**src/rtl/ubx_frame_receiver_assert.svh**
```systemverilog
// ---------------------------------------------------------------------------
// UBX frame receiver assertion macros
// Concurrent assertion helpers; define NO_ASSERTIONS to compile them out.
// ---------------------------------------------------------------------------
`ifndef UBX_FRAME_RECEIVER_ASSERT_SVH
`define UBX_FRAME_RECEIVER_ASSERT_SVH

`ifndef NO_ASSERTIONS

// Same-cycle implication, disabled during reset
`define UBX_ASSERT_NOW(label, clk, rst, cond, prop, msg) \
  label: assert property (@(posedge clk) disable iff (rst) (cond) |-> (prop)) \
    else $error(msg);

// Next-cycle implication, disabled during reset
`define UBX_ASSERT_NEXT(label, clk, rst, cond, prop, msg) \
  label: assert property (@(posedge clk) disable iff (rst) (cond) |=> (prop)) \
    else $error(msg);

`else

`define UBX_ASSERT_NOW(label, clk, rst, cond, prop, msg)

`define UBX_ASSERT_NEXT(label, clk, rst, cond, prop, msg)

`endif

`endif

```
**src/rtl/ubx_pkg.sv**
```systemverilog
// ---------------------------------------------------------------------------
// UBX frame receiver package
// Shared types, codes and constants of the frame receiver.
// ---------------------------------------------------------------------------
`timescale 1ns / 1ps

package ubx_pkg;

  // Sync pair that opens every frame
  localparam logic [7:0] SYNC_FIRST  = 8'hB5;
  localparam logic [7:0] SYNC_SECOND = 8'h62;

  // Configuration port
  localparam int CFG_INDEX_W = 2;
  localparam int CFG_DATA_W  = 16;

  localparam logic [CFG_INDEX_W-1:0] CFG_WANT_CLASS  = 2'd0;
  localparam logic [CFG_INDEX_W-1:0] CFG_WANT_ID     = 2'd1;
  localparam logic [CFG_INDEX_W-1:0] CFG_WANT_LENGTH = 2'd2;
  localparam logic [CFG_INDEX_W-1:0] CFG_MAX_LENGTH  = 2'd3;

  localparam logic [7:0]  RST_WANT_CLASS  = 8'h01;
  localparam logic [7:0]  RST_WANT_ID     = 8'h07;
  localparam logic [15:0] RST_WANT_LENGTH = 16'd92;
  localparam logic [15:0] RST_MAX_LENGTH  = 16'd96;

  typedef enum logic [3:0] {
    PH_SYNC1   = 4'd0,
    PH_SYNC2   = 4'd1,
    PH_CLASS   = 4'd2,
    PH_ID      = 4'd3,
    PH_LEN_LO  = 4'd4,
    PH_LEN_HI  = 4'd5,
    PH_PAYLOAD = 4'd6,
    PH_CHECK_A = 4'd7,
    PH_CHECK_B = 4'd8
  } phase_t;

  typedef enum logic [1:0] {
    ST_GOOD        = 2'd0,
    ST_CHECK_A_BAD = 2'd1,
    ST_CHECK_B_BAD = 2'd2,
    ST_TOO_LONG    = 2'd3
  } status_t;

  typedef enum logic {
    KIND_BYTE = 1'b0,
    KIND_END  = 1'b1
  } kind_t;

  typedef struct packed {
    logic [7:0]  want_class;
    logic [7:0]  want_id;
    logic [15:0] want_length;
    logic [15:0] max_length;
  } cfg_t;

  typedef struct packed {
    kind_t       kind;
    logic [7:0]  data_byte;
    logic [15:0] byte_index;
    logic [7:0]  hdr_class;
    logic [7:0]  hdr_id;
    logic [15:0] frame_length;
    status_t     status;
    logic        wanted;
  } result_t;

endpackage

```
**src/rtl/ubx_frame_receiver.sv**
```systemverilog
// One received byte is taken per clock cycle when in_stall is low; the byte
// is parsed in the cycle it is accepted and its result, if any, is registered
// into the output register, or into the skid entry while that one is held. A
// two-entry output (an output register and a skid entry) keeps input
// accepting while one result waits downstream; in_stall rises only when both
// entries hold results. Configuration registers are written through wr_en,
// wr_index and wr_data and take effect on the next accepted byte.
// ---------------------------------------------------------------------------
// UBX frame receiver top level
// Sync hunt, header decode, Fletcher-8 check and payload byte streaming.
// ---------------------------------------------------------------------------
`timescale 1ns / 1ps

`include "ubx_frame_receiver_assert.svh"

module ubx_frame_receiver (
  input  logic                             clk,
  input  logic                             rst,
  input  logic                             wr_en,
  input  logic [ubx_pkg::CFG_INDEX_W-1:0]  wr_index,
  input  logic [ubx_pkg::CFG_DATA_W-1:0]   wr_data,
  input  logic                             in_valid,
  output logic                             in_stall,
  input  logic [7:0]                       rx_byte,
  output logic                             out_valid,
  input  logic                             out_stall,
  output logic                             kind,
  output logic [7:0]                       data_byte,
  output logic [15:0]                      byte_index,
  output logic [7:0]                       hdr_class,
  output logic [7:0]                       hdr_id,
  output logic [15:0]                      frame_length,
  output logic [1:0]                       status,
  output logic                             wanted
);
  import ubx_pkg::*;

  cfg_t    cfg;
  logic    in_accept;
  logic    res_valid;
  result_t res;
  result_t out_res;
  logic    out_byte;
  logic    index_ok;
  logic    good_end;

  assign in_accept = in_valid && !in_stall;

  // Configuration registers
  always_ff @(posedge clk) begin
    if (rst) begin
      cfg.want_class  <= RST_WANT_CLASS;
      cfg.want_id     <= RST_WANT_ID;
      cfg.want_length <= RST_WANT_LENGTH;
      cfg.max_length  <= RST_MAX_LENGTH;
    end else if (wr_en) begin
      case (wr_index)
        CFG_WANT_CLASS:  cfg.want_class  <= wr_data[7:0];
        CFG_WANT_ID:     cfg.want_id     <= wr_data[7:0];
        CFG_WANT_LENGTH: cfg.want_length <= wr_data;
        CFG_MAX_LENGTH:  cfg.max_length  <= wr_data;
        default: ;
      endcase
    end
  end

  ubx_parser u_parser (
    .clk       (clk),
    .rst       (rst),
    .in_accept (in_accept),
    .rx_byte   (rx_byte),
    .cfg       (cfg),
    .res_valid (res_valid),
    .res       (res)
  );

  ubx_out_buf u_out_buf (
    .clk       (clk),
    .rst       (rst),
    .res_valid (res_valid),
    .res       (res),
    .full      (in_stall),
    .out_valid (out_valid),
    .out_stall (out_stall),
    .out_res   (out_res)
  );

  // Unpack the result onto the ports
  assign kind         = out_res.kind;
  assign data_byte    = out_res.data_byte;
  assign byte_index   = out_res.byte_index;
  assign hdr_class    = out_res.hdr_class;
  assign hdr_id       = out_res.hdr_id;
  assign frame_length = out_res.frame_length;
  assign status       = out_res.status;
  assign wanted       = out_res.wanted;

  // Terms for the checks below
  assign out_byte = out_valid && (kind == KIND_BYTE);
  assign index_ok = byte_index < frame_length;
  assign good_end = (kind == KIND_END) && (status == ST_GOOD);

  // Skid entry only fills behind a held output
  `UBX_ASSERT_NOW(a_skid_behind_out, clk, rst, in_stall, out_valid, "skid full, output empty")

  // Payload byte index stays inside the announced length
  `UBX_ASSERT_NOW(a_index_in_range, clk, rst, out_byte, index_ok, "index beyond length")

  // A wanted flag only comes with a good frame end
  `UBX_ASSERT_NOW(a_wanted_good_end, clk, rst, out_valid && wanted, good_end, "wanted not good")

  // A full buffer that is not drained keeps stalling input
  `UBX_ASSERT_NEXT(a_stall_held, clk, rst, in_stall && out_stall, in_stall, "stall dropped")

endmodule

```
**src/rtl/ubx_parser.sv**
```systemverilog
// ---------------------------------------------------------------------------
// UBX frame parser
// Per-byte frame state machine with running Fletcher-8 sums; one result
// request at most per accepted byte.
// ---------------------------------------------------------------------------
`timescale 1ns / 1ps

module ubx_parser (
  input  logic             clk,
  input  logic             rst,
  input  logic             in_accept,
  input  logic [7:0]       rx_byte,
  input  ubx_pkg::cfg_t    cfg,
  output logic             res_valid,
  output ubx_pkg::result_t res
);
  import ubx_pkg::*;

  phase_t      phase, phase_next;
  logic [7:0]  cur_class, cur_class_next;
  logic [7:0]  cur_id, cur_id_next;
  logic [15:0] cur_length, cur_length_next;
  logic [15:0] payload_count, payload_count_next;
  logic [7:0]  sum_a, sum_a_next;
  logic [7:0]  sum_b, sum_b_next;

  logic [7:0]  add_a;
  logic [7:0]  add_b;
  logic [15:0] len_full;
  logic [16:0] idx_plus;

  // Fletcher step and length helpers
  assign add_a    = sum_a + rx_byte;
  assign add_b    = sum_b + add_a;
  assign len_full = {rx_byte, cur_length[7:0]};
  assign idx_plus = {1'b0, payload_count} + 17'd1;

  // Hold state; advance on each accepted byte
  always_ff @(posedge clk) begin
    if (rst) begin
      phase         <= PH_SYNC1;
      cur_class     <= '0;
      cur_id        <= '0;
      cur_length    <= '0;
      payload_count <= '0;
      sum_a         <= '0;
      sum_b         <= '0;
    end else begin
      phase         <= phase_next;
      cur_class     <= cur_class_next;
      cur_id        <= cur_id_next;
      cur_length    <= cur_length_next;
      payload_count <= payload_count_next;
      sum_a         <= sum_a_next;
      sum_b         <= sum_b_next;
    end
  end

  // Next state and result request
  always_comb begin
    phase_next         = phase;
    cur_class_next     = cur_class;
    cur_id_next        = cur_id;
    cur_length_next    = cur_length;
    payload_count_next = payload_count;
    sum_a_next         = sum_a;
    sum_b_next         = sum_b;
    res_valid          = 1'b0;
    res.kind           = KIND_END;
    res.data_byte      = '0;
    res.byte_index     = '0;
    res.status         = ST_GOOD;
    res.wanted         = 1'b0;

    if (in_accept) begin
      case (phase)
        PH_SYNC2: begin
          phase_next = (rx_byte == SYNC_SECOND) ? PH_CLASS : PH_SYNC1;
        end
        PH_CLASS: begin
          cur_class_next = rx_byte;
          sum_a_next     = rx_byte;
          sum_b_next     = rx_byte;
          phase_next     = PH_ID;
        end
        PH_ID: begin
          cur_id_next = rx_byte;
          sum_a_next  = add_a;
          sum_b_next  = add_b;
          phase_next  = PH_LEN_LO;
        end
        PH_LEN_LO: begin
          cur_length_next = {8'h00, rx_byte};
          sum_a_next      = add_a;
          sum_b_next      = add_b;
          phase_next      = PH_LEN_HI;
        end
        PH_LEN_HI: begin
          cur_length_next    = len_full;
          sum_a_next         = add_a;
          sum_b_next         = add_b;
          payload_count_next = '0;
          if (len_full == 16'd0) begin
            phase_next = PH_CHECK_A;
          end else if (len_full > cfg.max_length) begin
            // drop an oversize frame right away
            phase_next = PH_SYNC1;
            res_valid  = 1'b1;
            res.status = ST_TOO_LONG;
          end else begin
            phase_next = PH_PAYLOAD;
          end
        end
        PH_PAYLOAD: begin
          sum_a_next         = add_a;
          sum_b_next         = add_b;
          payload_count_next = idx_plus[15:0];
          if (idx_plus >= {1'b0, cur_length}) begin
            phase_next = PH_CHECK_A;
          end
          res_valid      = 1'b1;
          res.kind       = KIND_BYTE;
          res.data_byte  = rx_byte;
          res.byte_index = payload_count;
        end
        PH_CHECK_A: begin
          if (rx_byte == sum_a) begin
            phase_next = PH_CHECK_B;
          end else begin
            phase_next = PH_SYNC1;
            res_valid  = 1'b1;
            res.status = ST_CHECK_A_BAD;
          end
        end
        PH_CHECK_B: begin
          phase_next = PH_SYNC1;
          res_valid  = 1'b1;
          if (rx_byte != sum_b) begin
            res.status = ST_CHECK_B_BAD;
          end else begin
            res.wanted = (cur_class == cfg.want_class) && (cur_id == cfg.want_id) &&
                         (cur_length == cfg.want_length);
          end
        end
        default: begin
          // hunt for the first sync byte; unused codes land here too
          phase_next = (rx_byte == SYNC_FIRST) ? PH_SYNC2 : PH_SYNC1;
        end
      endcase
    end

    res.hdr_class    = cur_class_next;
    res.hdr_id       = cur_id_next;
    res.frame_length = cur_length_next;
  end

endmodule

```
**src/rtl/ubx_out_buf.sv**
```systemverilog
// ---------------------------------------------------------------------------
// UBX result output buffer
// Output register plus one skid entry, so a new byte can be taken while a
// finished result still waits downstream.
// ---------------------------------------------------------------------------
`timescale 1ns / 1ps

module ubx_out_buf (
  input  logic             clk,
  input  logic             rst,
  input  logic             res_valid,
  input  ubx_pkg::result_t res,
  output logic             full,
  output logic             out_valid,
  input  logic             out_stall,
  output ubx_pkg::result_t out_res
);
  import ubx_pkg::*;

  logic    skid_valid;
  result_t skid_res;
  logic    pop;

  assign pop  = out_valid && !out_stall;
  assign full = skid_valid;

  // Control: output register in front, skid entry behind it
  always_ff @(posedge clk) begin
    if (rst) begin
      out_valid  <= 1'b0;
      skid_valid <= 1'b0;
    end else if (skid_valid) begin
      if (pop) begin
        skid_valid <= 1'b0;
      end
    end else if (res_valid) begin
      if (out_valid && !pop) begin
        skid_valid <= 1'b1;
      end else begin
        out_valid <= 1'b1;
      end
    end else if (pop) begin
      out_valid <= 1'b0;
    end
  end

  // Payload: load only into an empty or draining slot
  always_ff @(posedge clk) begin
    if (skid_valid) begin
      if (pop) begin
        out_res <= skid_res;
      end
    end else if (res_valid) begin
      if (out_valid && !pop) begin
        skid_res <= res;
      end else begin
        out_res <= res;
      end
    end
  end

endmodule
```
**config.mk**
```make
export PLATFORM = sky130hd
export DESIGN_NAME = ubx_frame_receiver
export DESIGN_NICKNAME = d
export VERILOG_FILES = /design/src/rtl/ubx_pkg.sv /design/src/rtl/ubx_frame_receiver.sv /design/src/rtl/ubx_parser.sv /design/src/rtl/ubx_out_buf.sv
export VERILOG_INCLUDE_DIRS = /design/src /design/src/rtl
export SDC_FILE = /design/constraint.sdc
export NUM_CORES = 1
export LEC_CHECK = 0
export BUFFER_PORTS_ARGS = -buffer_cell sky130_fd_sc_hd__buf_2
export CORE_MARGIN = 2
export CORE_UTILIZATION = 40
export DETAILED_ROUTE_END_ITERATION = 16
export GPL_TIMING_DRIVEN = 1
export PLACE_DENSITY_LB_ADDON = 0.1
export SETUP_SLACK_MARGIN = 0.2
export SLEW_MARGIN = 20
export SYNTH_ARGS = -nofsm -noshare
export SYNTH_HDL_FRONTEND = slang
export SYNTH_SLANG_ARGS = --single-unit
```
**constraint.sdc**
```tcl
create_clock -name clk -period 6.3 [get_ports clk]
set_clock_uncertainty 0.15 [all_clocks]
set_input_delay 0.63 -clock clk [delete_from_list [all_inputs] [get_ports clk]]
set_output_delay 0.63 -clock clk [all_outputs]
set_load 0.03 [all_outputs]
```
# Word level (Yosys, flattened, before mapping)

Index checks and enable logic that the tools add are counted.

Order comparisons: 2
Bitwise operators: 1
Add/subtract/negate cells: 3
Mux-type cells: 42
Reductions and logical operators: 26
Eq/ne operators: 22

Operators by type and width:

| kind                                          | count |
|---|---|
| 2-to-1 mux 60 bit                             | 4 |
| case mux 16 bit (2 select lines)              | 2 |
| 2-to-1 mux 25 bit                             | 2 |
| 2-to-1 mux 8 bit                              | 4 |
| case mux 4 bit (8 select lines)               | 1 |
| case mux 8 bit (2 select lines)               | 2 |
| == test 8 bit                                 | 3 |
| adder 16 x 1 -> 17 bit, second input constant | 1 |
| greater-or-equal comparator 17 x 16 -> 1 bit  | 1 |
| adder 8 bit                                   | 2 |
| == test 16 bit                                | 1 |
| == test 4 x 3 -> 1 bit, second input constant | 4 |
| > comparator 16 bit                           | 1 |
| logical NOT 16 bit                            | 1 |
| 2-to-1 mux 16 bit                             | 1 |
| 2-to-1 mux 1 bit                              | 15 |
| AND reduction 2 bit                           | 7 |
| 2-to-1 mux 3 bit                              | 3 |
| AND reduction 3 bit                           | 3 |
| == test 4 x 2 -> 1 bit, second input constant | 2 |
| == test 8 x 7 -> 1 bit, second input constant | 1 |
| == test 8 bit, second input constant          | 1 |
| 2-to-1 mux 2 bit                              | 4 |
| 2-to-1 mux 4 bit                              | 2 |
| other kinds (16)                              | 28 |

Output and inout bits: 62
Register bits: 238

# Depth between registers and ports, before layout

Gate-level depths: netlist of the first run.

Word-level depth: 9
Gate-level depth with buffers: 16
Gate-level depth less buffers: 16

# Modules after synthesis

From an unflattened synthesis of the first run, not the netlist that was laid out.

Cell total of the unflattened synthesis: 1,052
Area total of the unflattened synthesis: 11,977.7 um^2

By module, submodules not included:

| module             | area each (um^2) | times used | cells each |
|---|---|---|---|
| ubx_parser         | 5,298.8          | 1          | 665 |
| ubx_out_buf        | 4,715.8          | 1          | 199 |
| ubx_frame_receiver | 1,963.1          | 1          | 188 |

# Worst setup path before layout of the first run

No wires, ideal clock.

Path type: input port to flip-flop
Start point: input rx_byte[6]
End point: register u_out_buf.out_res[0] (netlist name)
Setup time: 494 ps
Path buffers: 0
Arrival time: 4,773 ps
Stages: 7
Path slack: 883 ps
Cell sequence: ha_1 nand4_1 a2111o_1 a31oi_1 and2_1 o31ai_2 a21boi_1

Cells in the longest elaborated chain, start to end: 7

RTL lines:

| element                           | RTL line                 | source |
|---|---|---|
| start, declared                   | ubx_frame_receiver.sv:24 | `input logic [7:0] rx_byte,` |
| > comparator 16 bit               | ubx_parser.sv:105        | `end else if (len_full > cfg.max_length) begin` |
| 2-to-1 mux 1 bit                  | ubx_parser.sv:105        |  |
| 2-to-1 mux 1 bit                  | ubx_parser.sv:103        | `if (len_full == 16'd0) begin` |
| case mux 1 bit (3 select lines) * | ubx_parser.sv:76         | `case (phase)` |
| 2-to-1 mux 1 bit *                | ubx_parser.sv:75         | `if (in_accept) begin` |
| nonzero test 2 bit (no line) *    | n/a                      |  |
| AND reduction 3 bit (no line) *   | n/a                      |  |

Mark *: on every way between the ends. The rest lies on a longest branch, timed or not.
A chain may end at the register's enable or synchronous reset.

# Final worst setup path of the first run

Start point: register u_parser.cur_length[1]
End point: register u_out_buf.out_res[18] (netlist name)

Cells in the longest elaborated chain, start to end: 7

RTL lines:

| element                           | RTL line          | source |
|---|---|---|
| start, declared                   | ubx_parser.sv:22  | `logic [15:0] cur_length, cur_length_next;` |
| start signal, assigned            | ubx_parser.sv:52  | `cur_length <= cur_length_next;` |
| > comparator 16 bit               | ubx_parser.sv:105 |  |
| 2-to-1 mux 1 bit                  | ubx_parser.sv:105 |  |
| 2-to-1 mux 1 bit *                | ubx_parser.sv:103 |  |
| case mux 1 bit (3 select lines) * | ubx_parser.sv:76  |  |
| 2-to-1 mux 1 bit *                | ubx_parser.sv:75  |  |
| nonzero test 2 bit (no line) *    | n/a               |  |
| AND reduction 3 bit (no line) *   | n/a               |  |

Marked as above.

==> results.md, run 1 <==
- Max cap viols: 0
- Synth Area per Inst: 10.5 sq um
- Crit end category: flop
- Hold WC Path Type: primary input to flop
- H-tree levels: 1
- GPL Wtd Cong: around 0.90
- CP Max Fanout: 32
- Clk slew on worst S/H paths: 70 ps
- Final min period: 4030 ps
- Final Cell Area: 12800 sq um
- Setup TNS Final: 0 ps
- Setup Fix Bufs, Post-CTS: 0
- Clock Latency Late Sink: ~550 ps
- WP data required: ~6400 ps
- Total grt overflow: 0
- Initial Util: 40.5%
- Initial antenna violation count: 0
- RSZ-0062 raised after global routing: false
- Pwr/cell area: between 200 and 300 nW/um^2
- Maximum vdd drop: between 0.00015 and 0.0002 V
- Num CTS Buffers: 26
- Crit-path slowest cell: a21boi_4
- FFs w/ async S/R, synth: 0%
- Netlist cell types: 62
- Overall routing resource usage: 20.0%
- Vias in the first global route: around 7600
- Most used flip-flop cell after synthesis: edfxtp_1
- CP startpoint kind: flop
- Worst Path Arrival: between 4000 and 5000 ps
- Post-synthesis register bit count: 238
- Cell count after synthesis: about 1100
- Diode count: 0
- Detailed placement HPWL: between 20000 and 25000 um
- Cell leakage power: 5.15 nW
- Max_slew headroom: around 35%
- Syn nets: 1148
- Core box area: ~28000 sq um
- # setup viols final: 0
- Routed vias: a little under 8000
- Largest area contributor in the netlist: edfxtp_1
- I/O pin count: 93
- Routed wire per std cell: 18.8 um
- Root Driver: clkbuf_16
- Max Root-Sink Buffers: 3
- Post-DR vias/cell: approximately 5.1
- IO buf count: 92
- Core Rows: 61
- Hold Buf Count CTS: 0
- Worst slew pin tran: between 900 and 1000 ps
- Synth area leaders: edfxtp_1 (32%), dfxtp_1 (21%), ha_1 (5.3%), nand2_1 (4.8%), mux2_2 (3.9%)
- Final Max Slew Viols: 0
- Period utilization: 64.0%
- DRC: 0
- Run status: finished clean
- Final WL: ~29000 um
- Final hold vios: 0
- Pin count of the biggest net entering global routing: between 40 and 50
- Post-synthesis cell area: approximately 11000 sq um
- Synthesis-to-layout area growth: 14.7%
- Die ar.: between 20000 and 30000 sq um
- Total power: about 3.3 mW
- Achievable Freq: 0.248 GHz
- 1st-iter DRT viols: ~440
- First-pass GRT wire length: ~45000 um
- Die Height: 171 um
- Max stage delay on crit path: roughly 810 ps
- Seq/Total Area, Yosys: between 50% and 60%
- Die Width: 171 um
- Share of layout cells above drive strength 1: roughly 17%
- Top cell type's share of synthesized area: 32.2%
- Worst path cell trace: ha_1 > nor2b_1 > o211ai_1 > a2111o_1 > a31oi_1 > and2_1 > o31ai_2 > a21boi_4 > buf_4
- CTS tree: built
- CP Class: flop to flop
- Clock sink count: about 240
- Placed cell area: approximately 12000 sq um
- Syn. warnings: 0
- Pre-Repair DR Iteration Count: 5
- Post-synth EDFFs: between 100 and 150
- PostCTS Resize Cnt: 0
- Count of nets after finishing: 1228
- ANT nets after route: 0
## critical path, delay by kind of cell (launching register included)
family	cells	cell delay [ps]
AO/OA/AOI/OAI	5	1860
adder cells (fa/ha/maj)	1	310
buffers and inverters	1	500
flip-flops	1	380
AND/OR/NAND/NOR	2	430
## cell usage after synthesis (4+ instances only)
master,count
mux2i_1,10
o211ai_1,6
nand3b_1,4
clkbuf_1,41
inv_1,45
a311oi_1,8
a21oi_1,74
mux2_4,5
and2_1,55
ha_1,47
nor4_1,8
nor3_1,16
xor2_1,25
nand2_1,144
mux2_2,39
xnor2_1,42
o21ai_0,32
a21o_1,30
and3_1,5
nand3_1,42
edfxtp_1,120
nor2b_1,5
nand4_1,14
nor2_1,61
a22o_1,6
nand2b_1,7
dfxtp_1,118
## metrics by stage
step | util, % | setup slack (ps) | instances | hold WS, ps
after detailed placement | 43.5 | 1780 | 1498 | 297
after global routing | 46.4 | 1980 | 1546 | 180
after floorplan | - | 883 | 1068 | 286
after CTS | 46.4 | 2180 | 1546 | 166
final | 46.4 | 2270 | 1546 | 182
after global placement | 43.5 | 1880 | 1498 | 296
## power by group
group          switching, mW  total [mW]  internal, mW
combinational          0.119       0.196        0.0771
clock                  0.637        1.49         0.848
sequential            0.0177        1.65          1.63
## layer usage
layer / GRT usage [%] / vias to the layer above / share of wire, %
met2: 32.5 / 185 / 47
met1: 28.3 / 3808 / 47
met3: 2.65 / 39 / 4.9
li1: - / 3922 / -
met4: 4.64 / 0 / 1.8
met5: 0 / - / 0
## layout by cell type, fill, tap and decap left out, types with 4 or more instances in the layout
cell type | netlist | routed
ha_1 | 47 | 47
xnor2_1 | 42 | 42
a21o_1 | 30 | 30
clkbuf_1 | 41 | 7
o211ai_1 | 6 | 6
mux2_4 | 5 | 5
nand2_1 | 144 | 144
nor2_1 | 61 | 60
nor2b_1 | 5 | 5
inv_1 | 45 | 45
and3_1 | 5 | 5
buf_4 | 1 | 10
dfxtp_1 | 118 | 118
a22o_1 | 6 | 6
o21ai_0 | 32 | 32
buf_2 | 3 | 92
mux2i_1 | 10 | 10
clkinv_2 | 0 | 5
nand4_1 | 14 | 14
nand2b_1 | 7 | 7
clkbuf_16 | 0 | 26
nand3b_1 | 4 | 4
a311oi_1 | 8 | 8
xor2_1 | 25 | 25
nor3_1 | 16 | 16
nand3_1 | 42 | 42
edfxtp_1 | 120 | 120
a21oi_1 | 74 | 74
and2_1 | 55 | 55
nor4_1 | 8 | 8
mux2_2 | 39 | 39
## final cells by class
cell class                 instances  area (sq um)
sequential                       238          5970
fill                            2658         14800
inverter                          46           173
timing repair buffer             102           536
clock buffer                      38           731
multi-input combinational        734          4860
clock inverter                    10          95.1
tap                              378           473
## sequential cells by signal, summed over array words and instances (netlist names), 4 cells and up
signal                  cells
u_out_buf.out_res          60
u_out_buf.skid_res         60
cfg                        48
u_parser.cur_length        16
u_parser.payload_count     16
u_parser.cur_class          8
u_parser.cur_id             8
u_parser.sum_a              8
u_parser.sum_b              8
u_parser.phase              4
## kinds of logic after synthesis
family | share of synthesized area, %
mux | 5.49
fa+ha+maj | 5.61
compound gates | 10.5
xor+xnor | 5.25
simple gates | 16.3
flops | 53.3
buf+inv | 3.49
## worst paths after layout
kind	startpoint	end	slack, ps	cells after the start
worst max-delay path	u_parser.cur_length[1]	u_out_buf.out_res[18]	2270	9
worst min-delay path	wr_data[11]	cfg[11]	180	3
worst max register to register	u_parser.cur_length[1]	u_out_buf.out_res[18]	2270	9
worst min register to register	cfg[1]	cfg[1]	300	2
Power figures use the tool's default switching activity.
==> run 2, diff against run 1 <==
==> constraint.sdc (replaced) <==
create_clock -name clk -period 3.75 [get_ports clk]
set_clock_uncertainty 0.15 [all_clocks]
set_input_delay 0.375 -clock clk [delete_from_list [all_inputs] [get_ports clk]]
set_output_delay 0.375 -clock clk [all_outputs]
set_load 0.03 [all_outputs]
==> results.md, run 2 (synthesis results as in run 1) <==
- Root Driver: clkbuf_16
- ANT nets after route: 0 (unchanged)
- Routed wire per std cell: 18.3 um (-3.0%)
- Max Root-Sink Buffers: 3 (unchanged)
- Post-DR vias/cell: 5.09 (-1.1%)
- Period utilization: 86.1% (+22 points)
- Non-Filler Instances: 1583 (+2.4%)
- DRC: 0 (unchanged)
- H-tree levels: 1 (unchanged)
- CP startpoint kind: flop
- CP Class: flop to flop
- Max_slew headroom: 42.4% (+7.9 points)
- Most frequent cells in the layout: nand2_1 (144), edfxtp_1 (120), dfxtp_1 (117)
- Die ar.: 29300 sq um (unchanged)
- Grt met2 use: 31.9% (-0.60 points)
- Hold WC Path Type: primary input to flop
- RSZ-0062 raised after global routing: false
- Achievable Freq: 0.310 GHz (+25%)
- Overall routing resource usage: 20.0% (+0.046 points)
- GPL Wtd Cong: 0.863 (-4.5%)
- First-pass GRT wire length: 45200 um (+1.0%)
- Setup TNS Final: 0 ps (unchanged)
- R2R setup slack: 520 ps (-1750 ps)
- Cell leakage power: 5.35 nW (+4.1%)
- Clock Latency Late Sink: 550 ps (about the same)
- Detailed placement HPWL: 20500 um (-1.7%)
- Initial antenna violation count: 0 (unchanged)
- CTS tree: built
- Die Height: 171 um (unchanged)
- Final hold vios: 0 (unchanged)
- Total grt overflow: 0 (unchanged)
- Crit end category: flop
- Core box area: 27600 sq um (unchanged)
- Reg2reg path depth: 13 (+4)
- Worst slew pin tran: 864 ps (-116 ps)
- Initial Util: 40.5% (unchanged)
- Run status: finished clean
- I/O pin count: 93 (unchanged)
- Routed vias: 8052 (+1.2%)
- Num CTS Buffers: 27 (+3.8%)
- CP Max Fanout: 6 (-81%)
- Maximum vdd drop: 0.000350 V (+120%)
- # setup viols final: 0 (unchanged)
- Hold slack: 54.1 ps (-128 ps)
- WP data required: 4040 ps (-2310 ps)
- Most Used Layer, Global Route: met2
- GRT met1 Usage: 28.7% (+0.34 points)
- Max cap viols: 0 (unchanged)
- Top Registers: u_out_buf.out_res x60, u_out_buf.skid_res x60, cfg x48
- Grt met3 use: 2.74% (+0.092 points)
- Pin count of the biggest net entering global routing: 74 (+64%)
- Share of layout cells above drive strength 1: 18.6% (+1.3 points)
- Synthesis-to-layout area growth: 18.5%
- Clock sink count: 238 (unchanged)
- Pre-Repair DR Iteration Count: 5 (unchanged)
- Pre-CTS setup slack: 310 ps (-1470 ps)
- Worst Path Arrival: 3520 ps (-560 ps)
- Setup Fix Bufs, Post-CTS: 0 (unchanged)
- Vias in the first global route: 7800 (+2.7%)
- Die Width: 171 um (unchanged)
- Placed cell count: 1515 (+1.1%)
- Pwr/cell area: 438 nW/um^2 (+69%)
- Count of nets after finishing: 1264 (+2.9%)
- Final min period: 3230 ps (-804 ps)
- Clk slew on worst S/H paths: 60 ps (about the same)
- 1st-iter DRT viols: 523 (+19%)
- Final WL: 28900 um (-0.70%)
- Final Max Slew Viols: 0 (unchanged)
- Core Rows: 61 (unchanged)
- Final WS setup: 520 ps (-1750 ps)
- Commonest non-fill, non-tap cell in the layout: nand2_1
- IO buf count: 92 (unchanged)
- Diode count: 0 (unchanged)
- Hold depth: 3 (unchanged)
-- run 2: cell types whose count changed in the layout (fill, tap and decap cells not counted), moves of 2 or more --
cell,before,now
clkbuf_16,26,29
clkinvlp_4,2,4
clkbuf_8,3,1
clkinv_1,1,3
buf_4,10,25
buf_12,0,2
dlygate4sd3_1,0,18
-- run 2: routing by layer --
layer	part of all wire, %	wire length, um
met1	48	13800
met2	45	13100
met3	4.7	1370
met4	2.0	582
met5	0	0
-- run 2: final timing paths --
kind,start,end
worst max-delay path,u_parser.payload_count[1],u_parser.phase[1]
worst min-delay path,rx_byte[1],u_parser.sum_b[1]
worst max register to register,u_parser.payload_count[1],u_parser.phase[1]
worst min register to register,cfg[10],cfg[10]
-- run 2: report_power, final --
group / total [mW] / leakage [nW] / internal (mW) / switching, mW
combinational: 0.352 / 2.80 / 0.146 / 0.206
clock: 2.69 / 0.433 / 1.58 / 1.11
sequential: 2.77 / 2.12 / 2.74 / 0.0297
total: 5.81 / 5.35 / 4.47 / 1.35
-- run 2: timing repair --
action / in CTS / in global routing
endpoints found under the setup margin: 0 / 4
endpoints found under the hold margin: 47 / 0
hold buffers: 18 / 0
gates resized for setup: 0 / 5
-- run 2: stage by stage --
stage / instance area (sq um) / total power, mW / utilization [%]
2_1_floorplan: 11200 / 3.06 / -
3_3_place_gp: 12200 / 3.16 / 44.0
3_5_place_dp: 12200 / 3.16 / 44.0
4_1_cts: 13200 / 5.88 / 47.9
5_1_grt: 13300 / 6.02 / 48.0
6_report: 13300 / 5.81 / 48.0
-- run 2: area by class of cell --
class | count | area, sq um
clock buffer | 36 | 762
clock inverter | 14 | 146
fill | 2652 | 14400
inverter | 46 | 173
multi-input combinational | 734 | 4870
sequential | 238 | 5970
tap | 378 | 473
timing repair buffer | 137 | 868
-- run 2: worst max-delay path, cell delays in order (launching register included) --
cell and delay [ps]:
dfxtp_1 400, ha_2 250, and3_1 210, nand3_2 160
nor2_1 180, nand2_1 100, xnor2_2 160, ha_1 300
a21o_1 160, a21oi_1 200, nand4b_1 130, o21ai_1 160
a41oi_2 240, o221a_2 330
